### src/ppam_pkg.sv
package ppam_pkg;

    localparam int unsigned TIME_W   = 32;
    localparam int unsigned GAP_W    = 8;
    localparam int unsigned TMO_W    = 16;
    localparam int unsigned CNT_W    = 16;
    localparam int unsigned CFG_IDX_W = 2;
    localparam int unsigned CFG_DAT_W = 16;
    localparam int unsigned IN_DATA_W  = 40;
    localparam int unsigned OUT_DATA_W = 120;

    localparam logic [CNT_W-1:0] SAT16 = 16'hFFFF;

    localparam logic [1:0] REQ_PEDAL = 2'd0;
    localparam logic [1:0] REQ_WHEEL = 2'd1;
    localparam logic [1:0] REQ_TICK  = 2'd2;

    localparam logic [CFG_IDX_W-1:0] CFG_PEDAL_MIN_GAP = 2'd0;
    localparam logic [CFG_IDX_W-1:0] CFG_WHEEL_MIN_GAP = 2'd1;
    localparam logic [CFG_IDX_W-1:0] CFG_PEDAL_TIMEOUT = 2'd2;
    localparam logic [CFG_IDX_W-1:0] CFG_WHEEL_TIMEOUT = 2'd3;

    localparam logic [GAP_W-1:0] RST_PEDAL_MIN_GAP = 8'd64;
    localparam logic [GAP_W-1:0] RST_WHEEL_MIN_GAP = 8'd100;
    localparam logic [TMO_W-1:0] RST_PEDAL_TIMEOUT = 16'd500;
    localparam logic [TMO_W-1:0] RST_WHEEL_TIMEOUT = 16'd3000;

    typedef struct packed {
        logic [GAP_W-1:0] pedal_min_gap;
        logic [GAP_W-1:0] wheel_min_gap;
        logic [TMO_W-1:0] pedal_timeout;
        logic [TMO_W-1:0] wheel_timeout;
    } t_cfg;

    typedef struct packed {
        logic             active;
        logic [CNT_W-1:0] period;
        logic [CNT_W-1:0] run;
        logic [CNT_W-1:0] count;
    } t_chan_rpt;

endpackage

### src/ppam_cfg_regs.sv
module ppam_cfg_regs (
    input  logic                           i_clk,
    input  logic                           i_rst_n,
    input  logic                           i_cfg_valid,
    output logic                           o_cfg_ready,
    input  logic [ppam_pkg::CFG_IDX_W-1:0] i_cfg_index,
    input  logic [ppam_pkg::CFG_DAT_W-1:0] i_cfg_data,
    output ppam_pkg::t_cfg                 o_cfg
);
    import ppam_pkg::*;

    t_cfg r_cfg;

    assign o_cfg_ready = 1'b1;
    assign o_cfg       = r_cfg;

    always_ff @(posedge i_clk) begin
        if (!i_rst_n) begin
            r_cfg.pedal_min_gap <= RST_PEDAL_MIN_GAP;
            r_cfg.wheel_min_gap <= RST_WHEEL_MIN_GAP;
            r_cfg.pedal_timeout <= RST_PEDAL_TIMEOUT;
            r_cfg.wheel_timeout <= RST_WHEEL_TIMEOUT;
        end else if (i_cfg_valid) begin
            unique case (i_cfg_index)
                CFG_PEDAL_MIN_GAP: r_cfg.pedal_min_gap <= i_cfg_data[GAP_W-1:0];
                CFG_WHEEL_MIN_GAP: r_cfg.wheel_min_gap <= i_cfg_data[GAP_W-1:0];
                CFG_PEDAL_TIMEOUT: r_cfg.pedal_timeout <= i_cfg_data[TMO_W-1:0];
                CFG_WHEEL_TIMEOUT: r_cfg.wheel_timeout <= i_cfg_data[TMO_W-1:0];
                default: begin
                end
            endcase
        end
    end

endmodule

### src/ppam_chan.sv
module ppam_chan (
    input  logic                        i_clk,
    input  logic                        i_rst_n,
    input  logic                        i_pulse,
    input  logic                        i_tick,
    input  logic [ppam_pkg::TIME_W-1:0] i_now,
    input  logic [ppam_pkg::GAP_W-1:0]  i_min_gap,
    input  logic [ppam_pkg::TMO_W-1:0]  i_timeout,
    output ppam_pkg::t_chan_rpt         o_rpt
);
    import ppam_pkg::*;

    logic [TIME_W-1:0] r_last_time;
    logic [CNT_W-1:0]  r_period;
    logic [CNT_W-1:0]  r_count;
    logic [CNT_W-1:0]  r_run;

    logic [TIME_W-1:0] gap;
    logic              take;
    logic              active;
    logic [CNT_W-1:0]  sat_period;
    logic [CNT_W-1:0]  n_run;

    // spacing wraps modulo 2^32
    assign gap        = i_now - r_last_time;
    assign take       = gap >= {{(TIME_W-GAP_W){1'b0}}, i_min_gap};
    assign active     = gap < {{(TIME_W-TMO_W){1'b0}}, i_timeout};
    assign sat_period = (|gap[TIME_W-1:CNT_W]) ? SAT16 : gap[CNT_W-1:0];

    always_comb begin
        if (!active) begin
            n_run = '0;
        end else if (r_run == SAT16) begin
            n_run = r_run;
        end else begin
            n_run = r_run + 1'b1;
        end
    end

    always_ff @(posedge i_clk) begin
        if (!i_rst_n) begin
            r_last_time <= '0;
            r_period    <= '0;
            r_count     <= '0;
            r_run       <= '0;
        end else if (i_pulse && take) begin
            r_period    <= sat_period;
            r_last_time <= i_now;
            r_count     <= r_count + 1'b1;
        end else if (i_tick) begin
            r_run <= n_run;
            if (!active) begin
                r_period <= '0;
            end
        end
    end

    // values as they stand after this tick
    assign o_rpt.active = active;
    assign o_rpt.period = active ? r_period : '0;
    assign o_rpt.run    = n_run;
    assign o_rpt.count  = r_count;

endmodule

### src/pulse_period_activity_monitor_unit.sv
// Pulse period and activity monitor. Each input beat carries a request kind in
// s_axis_tuser (pedal edge, wheel edge, sample tick) and a timestamp with the two
// brake pin levels in s_axis_tdata. One beat is accepted per clock: a beat is held in
// the input register, is evaluated against the channel state and, for a tick, lands
// in the result register; pulse edges produce no output beat. The input stalls only
// while a tick is waiting for a result register that is still held by the downstream
// side.
// Configuration writes are always taken and should only be issued while idle.
module pulse_period_activity_monitor_unit (
    input  logic                            i_clk,
    input  logic                            i_rst_n,
    input  logic                            s_axis_tvalid,
    output logic                            s_axis_tready,
    // now_ms, brake_left_pin, brake_right_pin, zero pad
    input  logic [ppam_pkg::IN_DATA_W-1:0]  s_axis_tdata,
    // req_type
    input  logic [1:0]                      s_axis_tuser,
    output logic                            m_axis_tvalid,
    input  logic                            m_axis_tready,
    // pedal_period_ms, wheel_period_ms, pedaling, moving, pedal_run_ticks,
    // moving_run_ticks, pedal_pulse_total, wheel_pulse_total, tick_total,
    // brake_left_on, brake_right_on, zero pad
    output logic [ppam_pkg::OUT_DATA_W-1:0] m_axis_tdata,
    input  logic                            i_cfg_valid,
    output logic                            o_cfg_ready,
    input  logic [ppam_pkg::CFG_IDX_W-1:0]  i_cfg_index,
    input  logic [ppam_pkg::CFG_DAT_W-1:0]  i_cfg_data
);
    import ppam_pkg::*;

    t_cfg      cfg;
    t_chan_rpt pedal_rpt;
    t_chan_rpt wheel_rpt;

    logic              r_in_valid;
    logic [1:0]        r_in_req;
    logic [TIME_W-1:0] r_in_now;
    logic              r_in_left;
    logic              r_in_right;

    logic                  r_out_valid;
    logic [OUT_DATA_W-1:0] r_out_data;
    logic [CNT_W-1:0]      r_tick_cnt;
    logic [CNT_W-1:0]      n_tick_cnt;

    logic is_pedal;
    logic is_wheel;
    logic is_tick;
    logic adv;
    logic in_take;

    always_comb begin
        is_pedal = 1'b0;
        is_wheel = 1'b0;
        is_tick  = 1'b0;
        unique case (r_in_req)
            REQ_PEDAL: is_pedal = 1'b1;
            REQ_WHEEL: is_wheel = 1'b1;
            REQ_TICK:  is_tick  = 1'b1;
            default: begin
            end
        endcase
    end

    assign adv           = r_in_valid && (!is_tick || !r_out_valid || m_axis_tready);
    assign s_axis_tready = !r_in_valid || adv;
    assign in_take       = s_axis_tvalid && s_axis_tready;
    assign n_tick_cnt    = r_tick_cnt + 1'b1;

    ppam_cfg_regs u_cfg (
        .i_clk       (i_clk),
        .i_rst_n     (i_rst_n),
        .i_cfg_valid (i_cfg_valid),
        .o_cfg_ready (o_cfg_ready),
        .i_cfg_index (i_cfg_index),
        .i_cfg_data  (i_cfg_data),
        .o_cfg       (cfg)
    );

    ppam_chan u_pedal (
        .i_clk     (i_clk),
        .i_rst_n   (i_rst_n),
        .i_pulse   (adv && is_pedal),
        .i_tick    (adv && is_tick),
        .i_now     (r_in_now),
        .i_min_gap (cfg.pedal_min_gap),
        .i_timeout (cfg.pedal_timeout),
        .o_rpt     (pedal_rpt)
    );

    ppam_chan u_wheel (
        .i_clk     (i_clk),
        .i_rst_n   (i_rst_n),
        .i_pulse   (adv && is_wheel),
        .i_tick    (adv && is_tick),
        .i_now     (r_in_now),
        .i_min_gap (cfg.wheel_min_gap),
        .i_timeout (cfg.wheel_timeout),
        .o_rpt     (wheel_rpt)
    );

    // input register
    always_ff @(posedge i_clk) begin
        if (!i_rst_n) begin
            r_in_valid <= 1'b0;
        end else if (in_take) begin
            r_in_valid <= 1'b1;
        end else if (adv) begin
            r_in_valid <= 1'b0;
        end
    end

    always_ff @(posedge i_clk) begin
        if (in_take) begin
            r_in_req   <= s_axis_tuser;
            r_in_now   <= s_axis_tdata[TIME_W-1:0];
            r_in_left  <= s_axis_tdata[TIME_W];
            r_in_right <= s_axis_tdata[TIME_W+1];
        end
    end

    always_ff @(posedge i_clk) begin
        if (!i_rst_n) begin
            r_tick_cnt <= '0;
        end else if (adv && is_tick) begin
            r_tick_cnt <= n_tick_cnt;
        end
    end

    // result register
    always_ff @(posedge i_clk) begin
        if (!i_rst_n) begin
            r_out_valid <= 1'b0;
        end else if (adv && is_tick) begin
            r_out_valid <= 1'b1;
        end else if (m_axis_tready) begin
            r_out_valid <= 1'b0;
        end
    end

    always_ff @(posedge i_clk) begin
        if (adv && is_tick) begin
            r_out_data <= {4'b0000, !r_in_right, !r_in_left, n_tick_cnt,
                           wheel_rpt.count, pedal_rpt.count, wheel_rpt.run, pedal_rpt.run,
                           wheel_rpt.active, pedal_rpt.active,
                           wheel_rpt.period, pedal_rpt.period};
        end
    end

    assign m_axis_tvalid = r_out_valid;
    assign m_axis_tdata  = r_out_data;

endmodule

### config.mk
export PLATFORM = sky130hd
export DESIGN_NAME = pulse_period_activity_monitor_unit
export DESIGN_NICKNAME = d
export VERILOG_FILES = /design/src/ppam_pkg.sv /design/src/ppam_cfg_regs.sv /design/src/ppam_chan.sv /design/src/pulse_period_activity_monitor_unit.sv
export SDC_FILE = /design/constraint.sdc
export NUM_CORES = 1
export LEC_CHECK = 0
export ABC_AREA = 1
export BUFFER_PORTS_ARGS = -buffer_cell sky130_fd_sc_hd__clkbuf_2
export CAP_MARGIN = 5
export CELL_PAD_IN_SITES_DETAIL_PLACEMENT = 2
export CELL_PAD_IN_SITES_GLOBAL_PLACEMENT = 2
export CORE_MARGIN = 3
export CORE_UTILIZATION = 38
export CTS_BUF_LIST = sky130_fd_sc_hd__clkbuf_4 sky130_fd_sc_hd__clkbuf_8
export CTS_CLUSTER_DIAMETER = 100
export CTS_CLUSTER_SIZE = 28
export DETAILED_ROUTE_END_ITERATION = 16
export GPL_ROUTABILITY_DRIVEN = 0
export HOLD_SLACK_MARGIN = 0.05
export PLACE_DENSITY_LB_ADDON = 0.1
export SLEW_MARGIN = 20
export SYNTH_ARGS = -nofsm -noshare
export SYNTH_HDL_FRONTEND = slang
export SYNTH_SLANG_ARGS = --single-unit
### constraint.sdc
create_clock -name i_clk -period 15.2 [get_ports i_clk]
set_input_delay 1.52 -clock i_clk [delete_from_list [all_inputs] [get_ports i_clk]]
set_output_delay 1.52 -clock i_clk [all_outputs]
set_load 0.01 [all_outputs]
=== After elaboration in Yosys (flattened, before gate mapping) ===
Index checks and enable logic that the tools add are counted.

* Logic and storage cells: 88
* Input port bits: 65
* Output and inout bits: 123
* Register bits: 378

* Reductions and logical operators: 29
* Muxes and demuxes: 19
* Bitwise logic cells: 2
* Equality and inequality tests: 7
* Order comparisons: 4
* $add $sub $neg: 7

{| class="wikitable"
|+ Operator list
! operator !! count
|-
| $mux W16 || 12
|-
| $add A16 B1 Y16 const B || 5
|-
| $ge A32 B8 Y1 || 2
|-
| $lt A32 B16 Y1 || 2
|-
| $sub A32 B32 Y32 || 2
|-
| $eq A16 B16 Y1 const B || 2
|-
| $reduce_or A16 Y1 || 2
|-
| $reduce_and A2 Y1 || 6
|-
| $reduce_bool A2 Y1 || 4
|-
| $logic_and A1 B1 Y1 || 7
|-
| $mux W1 || 7
|-
| $eq A2 B2 Y1 const B || 3
|-
| $logic_not A1 Y1 || 5
|-
| $eq A2 B1 Y1 const B || 2
|-
| $logic_not A2 Y1 || 2
|-
| $logic_or A1 B1 Y1 || 3
|-
| $not A1 Y1 || 2
|}

=== Logic depth before layout (Yosys ltp) ===
Gate-level depths: netlist of run 1.

* Depth after elaboration: 10
* Gate-level depth with buffers: 25

=== Modules after synthesis ===
Synthesis of run 1 repeated with hierarchy kept, for this count alone.

* Cells, all modules: 3253
* Area, all modules: 22768.1 um2

{| class="wikitable"
|+ By module, submodules not included
! module !! area an instance (um2) !! cells an instance !! times used !! sequential area each (um2)
|-
| ppam_chan at u_wheel || 7606.0 || 1333 || 1 || 1601.5
|-
| ppam_chan at u_pedal || 7512.2 || 1303 || 1 || 1601.5
|-
| pulse_period_activity_monitor_unit || 5730.5 || 337 || 1 || 4924.7
|-
| ppam_cfg_regs || 1919.3 || 280 || 1 || 960.9
|}

=== Least setup slack after synthesis of run 1 ===
No wires, ideal clock.

* Kind: input to register
* From: input m_axis_tready
* To: register r_out_data[0], in the netlist m_axis_tdata[0] (enable)
* Stages on the path: 4
* Path buffers: 2
* Setup time: 526 ps
* Path slack: 9263 ps
* Arrival time: 5411 ps
* Path through: nor2_1 -> nor2_1 -> clkbuf_1 -> clkbuf_1

* Longest elaborated chain between the ends: 3

{| class="wikitable"
|+ RTL lines
! item !! line !! text
|-
| start, declared || pulse_period_activity_monitor_unit.sv:19 || <nowiki>input logic m_axis_tready,</nowiki>
|-
| $logic_or A1 B1 Y1 || pulse_period_activity_monitor_unit.sv:65 || <nowiki>assign adv = r_in_valid && (!is_tick || !r_out_valid || m_axis_tready);</nowiki>
|-
| $logic_and A1 B1 Y1 || pulse_period_activity_monitor_unit.sv:65 ||
|-
| $logic_and A1 B1 Y1 || -- ||
|-
| via u_pedal.i_tick || ppam_chan.sv:5 || <nowiki>input logic i_tick,</nowiki>
|-
| end signal, assigned || pulse_period_activity_monitor_unit.sv:143 || <nowiki>r_out_data <= {4'b0000, !r_in_right, !r_in_left, n_tick_cnt,</nowiki>
|-
| end, declared || pulse_period_activity_monitor_unit.sv:42 || <nowiki>logic [OUT_DATA_W-1:0] r_out_data;</nowiki>
|}

The timed path passes the listed nets, and every way through them passes these cells.
A chain may end at the register's enable or synchronous reset.

=== Final worst setup path of run 1 ===
* From: register r_in_now[0]
* To: register u_wheel.r_last_time[16]

* Longest elaborated chain between the ends: 3

{| class="wikitable"
|+ RTL lines
! item !! line !! text
|-
| start, declared || pulse_period_activity_monitor_unit.sv:37 || <nowiki>logic [TIME_W-1:0] r_in_now;</nowiki>
|-
| start signal, assigned || pulse_period_activity_monitor_unit.sv:116 || <nowiki>r_in_now <= s_axis_tdata[TIME_W-1:0];</nowiki>
|-
| $sub A32 B32 Y32 || ppam_chan.sv:25 || <nowiki>assign gap = i_now - r_last_time;</nowiki>
|-
| $ge A32 B8 Y1 || ppam_chan.sv:26 || <nowiki>assign take = gap >= {{(TIME_W-GAP_W){1'b0}}, i_min_gap};</nowiki>
|-
| $logic_and A1 B1 Y1 || ppam_chan.sv:46 || <nowiki>end else if (i_pulse && take) begin</nowiki>
|-
| end signal, assigned || ppam_chan.sv:48 || <nowiki>r_last_time <= i_now;</nowiki>
|-
| end, declared || ppam_chan.sv:13 || <nowiki>logic [TIME_W-1:0] r_last_time;</nowiki>
|}

Every way passes these cells.

==> results of run 1 <==
-- worst paths after layout --
path                                  end                    start
hold / removal    u_pedal.r_last_time[21]  u_pedal.r_last_time[21]
setup / recovery  u_wheel.r_last_time[16]              r_in_now[0]
hold reg to reg   u_pedal.r_last_time[21]  u_pedal.r_last_time[21]
setup reg to reg  u_wheel.r_last_time[16]              r_in_now[0]
-- metrics by stage --
step / utilization, % / std cells / power (uW) / hold WS, ns
after floorplan: - / 3043 / 1394 / 0.4310
after global routing: 42.26 / 3935 / 2196 / 0.4907
after CTS: 42.18 / 3932 / 2106 / 0.4687
after detailed placement: 41.26 / 3894 / 1544 / 0.4520
final: 42.26 / 3935 / 2081 / 0.4674
after global placement: 41.25 / 3894 / 1512 / 0.4454
-- cell usage in the layout (no fill, tap or decap), types with 5 or more instances in the layout --
cell / n
a21oi_1: 200
nand3b_1: 7
nor3_2: 5
nand4_1: 83
o21ai_0: 165
edfxtp_1: 152
nor3_1: 38
conb_1: 5
ha_1: 113
xor2_1: 66
clkbuf_2: 175
clkbuf_4: 8
nand3_1: 167
inv_2: 8
buf_4: 10
nand2_1: 713
and2_1: 8
xnor2_1: 13
o211ai_1: 12
inv_1: 550
dfxtp_1: 226
nor4_1: 6
clkbuf_8: 21
nor2_1: 366
o21a_1: 13
o21bai_1: 5
-- power groups by stage --
stage | registers, uW | clock network, uW | logic (uW)
finish | 1110 | 556 | 419
global route | 1110 | 610 | 476
CTS | 1110 | 580 | 419
detailed placement | 1130 | 0 | 415
global placement | 1130 | 0 | 386
floorplan | 1120 | 0 | 272
-- cells by family after synthesis --
logic type | count (synthesis) | synth area share [%]
and+or+nand+nor | 1411 | 27.16
buffers and inverters | 649 | 11.43
AOI/OAI and AO/OA | 405 | 9.758
DFF | 378 | 41.72
adders and majority gates | 115 | 6.674
xor gates and xnor gates | 79 | 3.176
other | 2 | 0.03447
muxes | 1 | 0.04595
-- worst register-to-register path: stages (launching register included) --
cell and delay, ns:
edfxtp_1 0.43, inv_1 0.11, ha_1 0.16, inv_1 0.08, fa_1 0.44, nand3_1 0.12, nand3_1 0.20, nand2_1 0.13
nand2_1 0.13, xor2_1 0.52, ha_1 0.36, nand2_1 0.09, nor2_1 0.06, nor3_1 0.18, nand2_1 0.10, nor2_1 0.10
nand3_1 0.08, nor2_1 0.20, nand3_1 0.48, nand2_2 0.26, buf_4 0.59, o21ai_0 0.27, nor2_1 0.20
-- routing by layer --
layer / GRT usage (%) / up-vias / part of all wire [%]
met1: 30.64 / 10086 / 45
met4: 5.106 / 2 / 2.2
li1: - / 9878 / -
met2: 45.49 / 206 / 51
met3: 1.952 / 73 / 2.0
met5: 0 / - / 0.016
-- layout make-up --
cell class / count / share of cell area [%]
Antenna cell: 1 / 0.01046
Inverter: 558 / 8.756
Multi-Input combinational cell: 2016 / 42.93
Timing Repair Buffer: 188 / 4.190
Clock inverter: 9 / 0.7061
Sequential cell: 378 / 37.99
Tap cell: 756 / 3.954
Clock buffer: 29 / 1.459
-- registers in the layout (all words and copies together), names as in the netlist, 16 cells and up --
name and flops:
m_axis_tdata 116, u_cfg.o_cfg 48, r_in_now 32, u_pedal.r_last_time 32, u_wheel.r_last_time 32, r_tick_cnt 16, u_pedal.r_count 16, u_pedal.r_period 16
u_pedal.r_run 16, u_wheel.r_count 16, u_wheel.r_period 16, u_wheel.r_run 16
==> key figures, run 1 <==
Synth
  – Post-Syn Area: 21,790 sq um
  – Most common cell in the synthesized netlist: nand2_1
  – Largest area contributor in the netlist: edfxtp_1
  – Commonest cells post-synth: nand2_1, inv_1, nor2_1
  – Distinct cells, synth: 41
  – Post-Synthesis Cells: 3,040
  – Register area share after synthesis: 41.72%
  – Syn avg cell area: 7.166 sq um
  – Yosys top cell area share: 20.95%
  – EDFF count, synth: 152
  – Ys Warns: 0
  – Synth Register Bits: 378
  – Top_reg_cell synth: dfxtp_1
  – Fraction of registers with async set/reset: 0%
  – Largest cells by area after synthesis: edfxtp_1, dfxtp_1, nand2_1, inv_1, ha_1

Die
  – Die height: 245.4 um
  – Die Width: 245.4 um
  – Starting Density: 38.49%
  – Die area: 60,240 sq um
  – I/O Pins: 188
  – Core Box Area: 56,600 sq um
  – Rows: 87

Global route
  – Vias in the first global route: 21.95k
  – First-pass GRT wire length: 118,400 um
  – GR Util All Layers: 24.38%
  – Initial antenna violation count: 5
  – Grt ovf: 0
  – Largest net degree at the start of global routing: 192

Place
  – Pre-CTS WS: 9.463 ns
  – DPL Wire Length: 58,210 um
  – # port buffers: 176
  – Placed cell areas: 23,350 sq um

Worst setup path
  – Slowest stage delay, CP: 0.59 ns
  – Buffers and inverters on the worst path: 3
  – Slowest CP cell: buf_4
  – Worst path cell trace: inv_1 -> ha_1 -> inv_1 -> fa_1 -> nand3_1 -> nand3_1 -> nand2_1 -> nand2_1 -> xor2_1 -> ha_1 -> nand2_1 -> nor2_1 -> nor3_1 -> nand2_1 -> nor2_1 -> nand3_1 -> nor2_1 -> nand3_1 -> nand2_2 -> buf_4 -> o21ai_0 -> nor2_1
  – Crit path required time: 15.81 ns
  – CP Max Fanout: 63
  – Worst Reg-to-Reg Cells: 22
  – Critical path launch point type: flip-flop
  – CP Capture Type: flip-flop
  – Setup slack, reg-to-reg: 9.85 ns
  – Top delay family on crit path: simple AND/OR/NAND/NOR gates
  – WS Path Type: flip-flop to flip-flop
  – CP arrival: 5.96 ns
  – CP Depth: 22

CTS
  – Setup Fix Bufs, Post-CTS: 0
  – CTS root buf: clkbuf_8
  – PostCTS Resize Cnt: 0
  – Clock latency on the worst-skew pair: 0.68 ns
  – Hold buffer count at cts: 0
  – Clock transition at path regs: 0.16 ns
  – # H-tree levels: 1
  – CTS tree: done
  – Clock Sinks: 378
  – Clk buf depth: 3
  – CTS Buf Count: 21

STA
  – Slew @ Worst Pin: 1.093 ns
  – Setup TNS Final: 0 ns
  – Final Cycle Share: 35.17%
  – Max Slew Vio Count: 0
  – Setup WS post-layout: 9.854 ns
  – Clock Skews: 0.05283 ns
  – Relative slew slack: 27.14%
  – Fmax: 0.1871 GHz
  – RSZ-0062 raised after global routing: no
  – Crit path time final: 5.346 ns
  – Final hold vios: 0
  – Setup violators final: 0

Route
  – Iteration-0 DRC Markers: 777
  – Detail Route Antenna Nets: 0
  – Wire per inst: 19.00 um
  – DRT Wirelength: 74,760 um
  – DRC Markers: 0
  – DRT Pass-1 Iters: 4
  – Vias: 20.25k
  – Via density: 5.145

Pwr
  – Sw power: 696.8 uW
  – Sequential cell fraction of total power: 53.2%
  – Clock power frac: 26.7%
  – P per Cell Area: 87.00 nW/um^2
  – Logic pwr share: 20.1%
  – Worst IR drop on VDD: 90.86 uV
  – P_leak: 0.01095 uW
  – Power Internal: 1385 uW
  – Sw Share: 33.48%

Layout
  – Register area: 9089 sq um
  – Final Net Count: 3,343
  – Share of post-route cells with drive strength above 1: 7.992%
  – Area of the multi-input gates: 10,270 sq um
  – Final Cell Area: 23,920 sq um
  – Fillers: 6,829
  – P&R area growth vs syn: 9.804%

Min path
  – Min-delay worst type: flip-flop to flip-flop
  – Hold path depth: 2

Run
  – Max Cap Violations: 0

Run status
  – Status: complete, no violations
(Power assumes the default switching activity.)
==> run 2, diff against run 1 <==
- CORE_UTILIZATION: 38 -> 36
- clock period: 15.2 -> 5.15 ns (I/O delays scaled with it)
==> run 2 against run 1 <==
  * Via count rose by 0.58%
  * Global-route usage fell by 0.31 points
  * Critical endpoint is now u_wheel.r_last_time[11]
  * Cell count rose by 1.8%
==> key figures, run 2 (same netlist as run 1, synthesis figures left out) <==
Place
  – Placed cell areas: 23,490 sq um (+0.59%)
  – # port buffers: 176 (unchanged)
  – DPL Wire Length: 58,740 um (+0.91%)

STA
  – Relative slew slack: 27.49% (+0.34 points)
  – Slew @ Worst Pin: 1.079 ns (-0.01347 ns)
  – Fmax: 0.2182 GHz (+17%)
  – Crit path time final: 4.584 ns (-0.7621 ns)
  – RSZ-0062 raised after global routing: no
  – Final Cycle Share: 89.00% (+54 points)
  – Clock Skews: 0.04732 ns (-0.005511 ns)
  – Setup TNS Final: 0 ns (unchanged)
  – Setup violators final: 0 (unchanged)
  – Max Slew Vio Count: 0 (unchanged)
  – Final hold vios: 0 (unchanged)

Die
  – I/O Pins: 188 (unchanged)
  – Die area: 63,500 sq um (+5.4%)
  – Rows: 89 (+2.3%)
  – Core Box Area: 59,460 sq um (+5.1%)
  – Die Width: 252 um (+2.7%)
  – Die height: 252 um (+2.7%)
  – Starting Density: 36.64% (-1.9 points)

CTS
  – Clock Sinks: 378 (unchanged)
  – Clock latency on the worst-skew pair: 0.70 ns (+0.02 ns)
  – Clk buf depth: 3 (unchanged)
  – Clock transition at path regs: 0.17 ns (about the same)
  – CTS Buf Count: 22 (+4.8%)
  – CTS tree: done
  – CTS root buf: clkbuf_8
  – Setup Fix Bufs, Post-CTS: 0 (unchanged)
  – # H-tree levels: 1 (unchanged)

Pwr
  – Worst IR drop on VDD: 300.2 uV (+230%)
  – P per Cell Area: 256.0 nW/um^2 (+190%)
  – P_leak: 0.01120 uW (+2.3%)
  – Total power: 6260 uW (+200%)

Route
  – Vias: 20.36k (+0.58%)
  – Detail Route Antenna Nets: 0 (unchanged)
  – Via density: 5.082 (-1.2%)
  – DRT Pass-1 Iters: 5 (+1)
  – DRC Markers: 0 (unchanged)
  – Iteration-0 DRC Markers: 833 (+7.2%)
  – Wire per inst: 19.26 um (+1.4%)
  – DRT Wirelength: 77,180 um (+3.2%)

Worst setup path
  – Crit path required time: 5.75 ns (-10.06 ns)
  – WS Path Type: flip-flop to flip-flop
  – CP Max Fanout: 35 (-44%)
  – Worst reg2reg endpoint: u_wheel.r_last_time[11]
  – Worst Reg-to-Reg Cells: 23 (+4.5%)
  – Setup slack, reg-to-reg: 0.57 ns (-9.29 ns)
  – CP arrival: 5.18 ns (-0.78 ns)
  – Critical path launch point type: flip-flop
  – Worst reg2reg startpoint: r_in_now[0]
  – CP Capture Type: flip-flop

Layout
  – Area of the multi-input gates: 10,260 sq um (about the same)
  – Most common cell after layout, fill and taps aside: nand2_1
  – Register area: 9089 sq um (unchanged)
  – P&R area growth vs syn: 12.26%
  – Max reg flops: 116 (unchanged)
  – Final Cell Area: 24,460 sq um (+2.2%)
  – Share of post-route cells with drive strength above 1: 8.354% (+0.36 points)
  – Fillers: 7,094 (+3.9%)
  – Most frequent cells in the layout: nand2_1, inv_1, nor2_1
  – Final Net Count: 3,396 (+1.6%)

Run status
  – Status: complete, no violations

Global route
  – Initial antenna violation count: 5 (unchanged)
  – First-pass GRT wire length: 122,400 um (+3.4%)
  – Vias in the first global route: 22.41k (+2.1%)
  – Grt ovf: 0 (unchanged)
  – Largest net degree at the start of global routing: 192 (unchanged)
  – GR Util All Layers: 24.07% (-0.31 points)

Min path
  – Hold Path Origin: s_axis_tvalid
  – Hold path depth: 3 (+1)
  – Hold Path Sink: r_in_valid
  – Min-delay worst type: input port to flip-flop

Run
  – Max Cap Violations: 0 (unchanged)
-- run 2: power breakdown --
group | internal (uW) | switching (uW) | leakage, uW
combinational | 404 | 860 | 0.00765
clock | 564 | 1170 | 0.000277
sequential | 3200 | 65.7 | 0.00327
total | 4170 | 2090 | 0.0112
-- run 2: what timing repair did --
| item | CTS | global route |
|---|---|---|
| resized for setup | 0 | 1 |
| endpoints found under the hold margin | 38 | 0 |
| setup endpoints to repair | 0 | 1 |
| hold buffers | 38 | 0 |
-- run 2: final cells by class --
class | instances | area share [%]
antenna | 2 | 0.02046
clock buffer | 27 | 1.392
clock inverter | 13 | 0.8288
inverter | 558 | 8.570
multi-input combinational | 2016 | 41.95
sequential | 378 | 37.16
tap | 773 | 3.955
timing repair buffer | 240 | 6.119
-- run 2: worst max-delay path by stage --
| stage | startpoint | end | slack [ns] | cells past startpoint |
|---|---|---|---|---|
| floorplan | m_axis_tready | m_axis_tdata[0] | 0.22 | 4 |
| global placement | r_in_now[0] | u_wheel.r_period[0] | 0.75 | 24 |
| detailed placement | r_in_now[0] | u_wheel.r_period[13] | 0.45 | 24 |
| CTS | r_in_now[0] | u_wheel.r_last_time[11] | 0.39 | 23 |
| global route | r_in_now[0] | u_wheel.r_last_time[11] | 0.12 | 23 |
| finish | r_in_now[0] | u_wheel.r_last_time[11] | 0.57 | 23 |
-- run 2: per-layer routing --
layer | wire length [um] | vias to the layer above | track usage, %
met5 | 32 | - | 0
met4 | 2130 | 4 | 6.131
met3 | 1687 | 81 | 2.453
met2 | 39000 | 220 | 44.93
met1 | 34320 | 10088 | 29.56
li1 | - | 9970 | -
-- run 2: worst max-delay path: stages (launching register included) --
cell and delay [ns]:
edfxtp_1 0.45, inv_1 0.11, ha_1 0.14, inv_1 0.09
fa_1 0.46, nand3_1 0.12, nand3_1 0.19, nand2_1 0.11
nand2_1 0.16, xor2_2 0.31, ha_1 0.31, nand4_1 0.13
nor2_1 0.06, nor3_1 0.13, nand2_1 0.09, nor2_1 0.11
nand3_1 0.09, nor2_1 0.21, nand3_1 0.11, buf_4 0.22
nand2_2 0.14, buf_4 0.40, o21ai_0 0.16, nor2_1 0.18
-- run 2: per-stage QoR --
step / instances / hold WS (ns) / utilization, % / setup WS (ns)
final: 4007 / 0.1148 / 41.13 / 0.5664
after global routing: 4006 / 0.06577 / 41.12 / 0.1232
after CTS: 4004 / 0.05140 / 41.06 / 0.3929
after detailed placement: 3926 / 0.4533 / 39.51 / 0.4505
after global placement: 3926 / 0.4441 / 39.51 / 0.7453
after floorplan: 3043 / 0.4310 / - / 0.2180
